## src/rtl/sm64bg_pkg.sv

```systemverilog
package sm64bg_pkg;

	localparam int unsigned WORD_W = 64;
	localparam int unsigned HALF_W = 32;

	localparam logic [WORD_W-1:0] GOLDEN_STEP = 64'h9E37_79B9_7F4A_7C15;
	localparam logic [WORD_W-1:0] MIX_MUL_A   = 64'hBF58_476D_1CE4_E5B9;
	localparam logic [WORD_W-1:0] MIX_MUL_B   = 64'h94D0_49BB_1331_11EB;

	localparam int unsigned SHIFT_A = 30;
	localparam int unsigned SHIFT_B = 27;
	localparam int unsigned SHIFT_C = 31;

	typedef logic [WORD_W-1:0] word_t;

	localparam logic OP_RAW     = 1'b0;
	localparam logic OP_BOUNDED = 1'b1;

	typedef enum logic [1:0] {
		MS_LO_LO = 2'd0,
		MS_LO_HI = 2'd1,
		MS_HI_LO = 2'd2,
		MS_SUM   = 2'd3
	} mul_step_t;

endpackage

```

## src/rtl/splitmix64_bounded_generator.sv

```systemverilog
// SplitMix64 generator with optional reduction below a bound. One request is in
// flight at a time. A raw request goes through the counter add on accept, then
// two 64-bit multiplies that each run the LO_LO, LO_HI, HI_LO and SUM steps on
// one shared 32x32 multiplier, then the result hand-off. A bounded request adds
// a radix-2 restoring divider pass over all 64 quotient bits (one 65-bit compare
// and subtract per cycle). A bound of zero answers 0 and leaves the counter
// alone. Writing the seed reloads the counter; write it only while the block is
// idle. The output register lets a new request start while the previous result
// still waits to be taken.
module splitmix64_bounded_generator (
	input  logic               clk,
	input  logic               arst_n,
	input  logic               seed_we,
	input  sm64bg_pkg::word_t  seed,
	input  logic               in_valid,
	output logic               in_ready,
	input  logic               op,
	input  sm64bg_pkg::word_t  upper,
	output logic               out_valid,
	input  logic               out_ready,
	output sm64bg_pkg::word_t  value
);
	import sm64bg_pkg::*;

	typedef enum logic [2:0] {
		ST_IDLE,
		ST_MUL,
		ST_DIV,
		ST_WAIT
	} state_t;

	localparam int unsigned CNT_W = $clog2(WORD_W);

	state_t                  state_q;
	mul_step_t               step_q;
	logic                    mul_sel_q;
	logic                    op_q;
	word_t                   upper_q;
	word_t                   gen_state_q;
	word_t                   z_q;
	word_t                   prod_q;
	word_t                   acc_q;
	word_t                   rem_q;
	word_t                   quo_q;
	word_t                   res_q;
	logic [CNT_W-1:0]        cnt_q;
	logic                    out_valid_q;
	word_t                   value_q;

	word_t                   next_gen;
	word_t                   mul_const;
	logic [HALF_W-1:0]       mul_a;
	logic [HALF_W-1:0]       mul_b;
	word_t                   mul_full;
	word_t                   z_sum;
	logic [WORD_W:0]         rem_shift;
	logic [WORD_W:0]         rem_diff;
	word_t                   rem_next;
	logic                    in_fire;

	assign in_ready  = (state_q == ST_IDLE);
	assign in_fire   = in_valid && in_ready;
	assign out_valid = out_valid_q;
	assign value     = value_q;

	assign next_gen  = gen_state_q + GOLDEN_STEP;
	assign mul_const = mul_sel_q ? MIX_MUL_B : MIX_MUL_A;

	always_comb begin
		case (step_q)
			MS_LO_LO: begin
				mul_a = z_q[HALF_W-1:0];
				mul_b = mul_const[HALF_W-1:0];
			end
			MS_LO_HI: begin
				mul_a = z_q[HALF_W-1:0];
				mul_b = mul_const[WORD_W-1:HALF_W];
			end
			MS_HI_LO: begin
				mul_a = z_q[WORD_W-1:HALF_W];
				mul_b = mul_const[HALF_W-1:0];
			end
			default: begin
				mul_a = '0;
				mul_b = '0;
			end
		endcase
	end

	assign mul_full  = WORD_W'(mul_a) * WORD_W'(mul_b);
	assign z_sum     = acc_q + {prod_q[HALF_W-1:0], {HALF_W{1'b0}}};

	assign rem_shift = {rem_q, quo_q[WORD_W-1]};
	assign rem_diff  = rem_shift - {1'b0, upper_q};
	assign rem_next  = rem_diff[WORD_W] ? rem_shift[WORD_W-1:0] : rem_diff[WORD_W-1:0];

	always_ff @(posedge clk or negedge arst_n) begin
		if (!arst_n) begin
			state_q     <= ST_IDLE;
			step_q      <= MS_LO_LO;
			mul_sel_q   <= 1'b0;
			cnt_q       <= '0;
			gen_state_q <= '0;
			out_valid_q <= 1'b0;
		end else begin
			if (out_valid_q && out_ready) begin
				out_valid_q <= 1'b0;
			end
			if (seed_we) begin
				gen_state_q <= seed;
			end
			case (state_q)
				ST_IDLE: begin
					if (in_fire) begin
						op_q    <= op;
						upper_q <= upper;
						if (op == OP_BOUNDED && upper == '0) begin
							res_q   <= '0;
							state_q <= ST_WAIT;
						end else begin
							gen_state_q <= next_gen;
							z_q         <= next_gen ^ (next_gen >> SHIFT_A);
							mul_sel_q   <= 1'b0;
							step_q      <= MS_LO_LO;
							state_q     <= ST_MUL;
						end
					end
				end
				ST_MUL: begin
					prod_q <= mul_full;
					case (step_q)
						MS_LO_LO: begin
							step_q <= MS_LO_HI;
						end
						MS_LO_HI: begin
							acc_q  <= prod_q;
							step_q <= MS_HI_LO;
						end
						MS_HI_LO: begin
							acc_q  <= z_sum;
							step_q <= MS_SUM;
						end
						default: begin
							step_q <= MS_LO_LO;
							if (!mul_sel_q) begin
								z_q       <= z_sum ^ (z_sum >> SHIFT_B);
								mul_sel_q <= 1'b1;
							end else if (op_q == OP_BOUNDED) begin
								quo_q   <= z_sum ^ (z_sum >> SHIFT_C);
								rem_q   <= '0;
								cnt_q   <= '0;
								state_q <= ST_DIV;
							end else begin
								res_q   <= z_sum ^ (z_sum >> SHIFT_C);
								state_q <= ST_WAIT;
							end
						end
					endcase
				end
				ST_DIV: begin
					rem_q <= rem_next;
					quo_q <= {quo_q[WORD_W-2:0], 1'b0};
					cnt_q <= cnt_q + CNT_W'(1);
					if (cnt_q == CNT_W'(WORD_W - 1)) begin
						res_q   <= rem_next;
						state_q <= ST_WAIT;
					end
				end
				ST_WAIT: begin
					if (!out_valid_q || out_ready) begin
						value_q     <= res_q;
						out_valid_q <= 1'b1;
						state_q     <= ST_IDLE;
					end
				end
				default: begin
					state_q <= ST_IDLE;
				end
			endcase
		end
	end

	a_busy_after_accept: assert property (@(posedge clk) disable iff (!arst_n)
		in_fire |=> !in_ready)
		else $error("request accepted but block still ready");

	a_rem_below_bound: assert property (@(posedge clk) disable iff (!arst_n)
		(state_q == ST_DIV) |-> (rem_q < upper_q))
		else $error("partial remainder not below bound");

	a_div_ends: assert property (@(posedge clk) disable iff (!arst_n)
		(state_q == ST_DIV && cnt_q == CNT_W'(WORD_W - 1)) |=> (state_q == ST_WAIT))
		else $error("divider did not finish after last step");

	a_seed_load: assert property (@(posedge clk) disable iff (!arst_n)
		(seed_we && state_q == ST_IDLE && !in_valid) |=> (gen_state_q == $past(seed)))
		else $error("seed write not loaded into counter");

endmodule
```

## config.mk

```make
export PLATFORM = sky130hd
export DESIGN_NAME = splitmix64_bounded_generator
export DESIGN_NICKNAME = d
export VERILOG_FILES = /design/src/rtl/sm64bg_pkg.sv /design/src/rtl/splitmix64_bounded_generator.sv
export SDC_FILE = /design/constraint.sdc
export NUM_CORES = 2
export LEC_CHECK = 0
export ABC_CLOCK_PERIOD_IN_PS = 17900
export BUFFER_PORTS_ARGS = -buffer_cell sky130_fd_sc_hd__buf_2
export CORE_ASPECT_RATIO = 1.1
export CORE_MARGIN = 3
export CORE_UTILIZATION = 30
export CTS_CLUSTER_DIAMETER = 60
export DETAILED_ROUTE_END_ITERATION = 10
export PLACE_DENSITY = 0.49
export SLEW_MARGIN = 10
export SYNTH_ARGS = -nofsm -noshare
export SYNTH_HDL_FRONTEND = slang
export SYNTH_SLANG_ARGS = --single-unit
```

## constraint.sdc

```tcl
create_clock -name clk -period 17.9 [get_ports clk]
set_clock_uncertainty 0.2 [all_clocks]
set_input_delay 3.58 -clock clk [delete_from_list [all_inputs] [get_ports clk]]
set_output_delay 3.58 -clock clk [all_outputs]
set_load 0.02 [all_outputs]
```

==> Implementation_results.wiki <==
{| class="wikitable"
! Metric !! Value
|-
| Run status || finished clean
|-
| Clock root buffer || sky130_fd_sc_hd__clkbuf_16
|-
| Sum of routed wire length over all layers || 238600 um
|-
| Worst setup EP type || flop
|-
| Area growth from synthesis to final layout || 10.92%
|-
| Via/cell ratio || 5.066
|-
| Final routed wire length divided by cell count || 26.67 um
|-
| Reg2reg end || prod_q[63]
|-
| Routed vias || 45330
|-
| Register bit count reported by yosys || 589
|-
| Remaining Overflow, GRT || 0
|-
| Last weighted congestion value of the routability-driven placer || 0.9648
|-
| Leading register cell type out of synthesis || sky130_fd_sc_hd__edfxtp_1
|-
| Synthesis warning total || 0
|-
| Worst-case reg-to-reg path depth || 31
|-
| Slew at the pin closest to its max-slew limit || 1165 ps
|-
| Maximum number of pins on one net before global-route repair || 86
|-
| Worst slew margin relative to its limit || 21.72%
|-
| Post-route ant nets || 0
|-
| 1st-iter DRT viols || 3997
|-
| Gr usage total || 22.56%
|-
| Die Span Y || 479.5 um
|-
| Drc violations || 0
|-
| Final-layout setup total negative slack || 0 ps
|-
| CTS HTree Levels || 3
|-
| Finish-stage setup viols || 0
|-
| Count of hold buffers inserted by post-cts repair || 0
|-
| Hold Startpoint || res_q[56]
|-
| Die Area || 209300 um^2
|-
| Unrepaired setup endpoints after global routing || false
|-
| Number of enable-type register cells in the synthesized netlist || 513
|-
| Category of the most critical setup path || reg2reg
|-
| Clock slew seen by the registers of the worst setup and hold paths || 60 ps
|-
| Post-CTS setup buffer count || 0
|-
| Minimum clock period || 12440 ps
|-
| Number of cells produced by synthesis || 6084
|-
| Net total in the final layout || 7570
|-
| Final hold violations || 0
|-
| Footprint of the flip-flops and latches || 17310 um^2
|-
| Multi-input logic area || 38730 um^2
|-
| Max-slew violations || 0
|-
| Share of the yosys chip area belonging to registers || 28.30%
|-
| Largest stage delay on the critical path || 690 ps
|-
| Net count after synthesis || 7478
|-
| HPWL after detailed placement || 198700 um
|-
| Floorplan Core Area || 202400 um^2
|-
| Min-Delay Endpoint || value[56]
|-
| Core Rows || 173
|-
| Syn Std Cell Area || 61150 um^2
|-
| Starting Density || 30.22%
|-
| First-pass GRT wire length || 344800 um
|-
| Clock sinks || 589
|-
| Async set-reset flop share out of synthesis || 12.90%
|-
| Number of diodes added for antenna fixing || 0
|-
| Critical path peak fanout || 54
|-
| Chip width || 436.5 um
|-
| Maximum clock frequency || 80.35 MHz
|-
| Via count of the first global-routing pass || 47620
|-
| Max-Cap Viols || 0
|-
| Number of antenna violations at the first check in global routing || 4
|-
| Count of input and output buffers || 199
|-
| CTS tree || yes
|-
| Launching point of the worst reg2reg path || step_q[0]
|-
| Cells resized by post-CTS repair || 0
|-
| 1st-pass router iterations || 6
|-
| Class of the worst hold path || reg2reg
|-
| Arrival time at the worst endpoint || 12600 ps
|-
| I/O Pins || 200
|-
| Clock network latency to the later pin of the worst-skew pair || 660 ps
|-
| Required time of the critical path || 18060 ps
|-
| Startpoint class of the critical path || flop
|-
| Fraction of layout cells with a size suffix above 1 || 8.820%
|-
| Slowest library cell on the worst path || sky130_fd_sc_hd__buf_4
|-
| Filler cell count in the final layout || 20840
|-
| Inserted Clock Buffers || 75
|-
| Library cell appearing most often on the critical path || sky130_fd_sc_hd__fa_1
|-
| Longest Clk Path Bufs || 3
|-
| Post-synthesis cell type count || 96
|-
| Register-to-register path setup slack || 5460 ps
|-
| Per-instance average area after synthesis || 10.05 um^2
|-
| Worst Hold Path Cells || 0
|-
| Share of the cycle needed by the critical path after routing || 69.52%
|}
[cell type report]
class                           instances  share of cell area (%)
Clock buffer                           91                   2.977
Clock inverter                         46                  0.8798
Inverter                             1138                   6.301
Multi-Input combinational cell       4105                   57.10
Sequential cell                       589                   25.52
Tap cell                             2712                   5.002
Timing Repair Buffer                  267                   2.225
[kinds of logic (layout without fill, tap and decap cells)]
logic type	count (synthesis)	count (layout)	share of synthesized area, %
DFF	589	589	28.30
xor gates and xnor gates	317	317	4.552
AOI/OAI and AO/OA	1060	1060	10.99
muxes	93	93	1.616
buffers and inverters	1390	1542	8.615
adders and majority gates	1260	1260	35.65
and+or+nand+nor	1375	1375	10.27
[per-layer routing]
metal  vias to the layer above  GRT usage [%]  wire, um
met1                     23230          30.64    103200
met2                      1631          37.44    113200
met5                         -              0        11
met4                         2          6.321      7414
li1                      20150              -         -
met3                       318          3.316     14850
[how the worst max path moves through the flow]
stage | from | to | slack, ps | depth (start not counted)
2_1_floorplan | upper[15] | res_q[0] | 7840 | 4
5_1_grt | step_q[0] | prod_q[63] | 5100 | 31
3_5_place_dp | step_q[0] | prod_q[63] | 5540 | 31
3_3_place_gp | step_q[0] | prod_q[63] | 5590 | 31
4_1_cts | step_q[0] | prod_q[63] | 5510 | 31
6_report | step_q[0] | prod_q[63] | 5460 | 31
[flip-flops by register name, indices dropped and copies added (netlist names), 64 cells and up]
register	cells
acc_q	64
gen_state_q	64
prod_q	64
quo_q	64
rem_q	64
res_q	64
upper_q	64
value	64
z_q	64
[worst max-delay path, delay by kind of cell, from the launching register on]
kind,cells,cell delay (ps)
and+or+nand+nor,7,2270
AOI/OAI and AO/OA,7,2570
DFF,1,510
adders and majority gates,10,4860
buffers and inverters,6,1480
xor gates and xnor gates,1,110
[layout by cell type, fill, tap and decap left out, drive strengths merged, types with 45 or more instances in the layout]
cell type	n
o21bai	45
edfxtp	513
nor2	488
dfrtp	76
buf	267
nor2b	68
ha	456
a21oi	357
inv	1135
xor2	89
mux2	46
mux2i	47
fa	804
clkbuf	91
o21ai	254
xnor2	228
a21o	86
nand2	429
nand3	79
o22ai	53
or2	52
[metrics by stage]
stage                     setup slack (ps)  hold slack (ps)  instance area (um^2)  utilization (%)  instances
after floorplan                       7836            200.3                 61150                -       6084
after global placement                5594            204.5                 65220            32.22       8811
after detailed placement              5540            204.5                 65220            32.22       8811
after CTS                             5509            203.9                 67830            33.52       8948
after global routing                  5100            222.4                 67830            33.52       8948
final                                 5455            203.0                 67830            33.52       8948
[cell usage after synthesis (78+ instances only)]
| master | count | share of area (%) |
|---|---|---|
| sky130_fd_sc_hd__a21o_1 | 86 | 1.1 |
| sky130_fd_sc_hd__a21oi_1 | 353 | 2.9 |
| sky130_fd_sc_hd__clkbuf_1 | 212 | 1.3 |
| sky130_fd_sc_hd__edfxtp_1 | 513 | 25 |
| sky130_fd_sc_hd__fa_1 | 804 | 26 |
| sky130_fd_sc_hd__ha_1 | 456 | 9.3 |
| sky130_fd_sc_hd__inv_1 | 1129 | 6.9 |
| sky130_fd_sc_hd__nand2_1 | 427 | 2.6 |
| sky130_fd_sc_hd__nand3_1 | 78 | 0.64 |
| sky130_fd_sc_hd__nor2_1 | 486 | 3.0 |
| sky130_fd_sc_hd__o21ai_0 | 240 | 2.0 |
| sky130_fd_sc_hd__xnor2_1 | 227 | 3.3 |
| sky130_fd_sc_hd__xor2_1 | 89 | 1.3 |
Power is left out: the tool's default activity adds up to more than one toggle a clock period on the data nets, which glitch-free logic cannot reach.
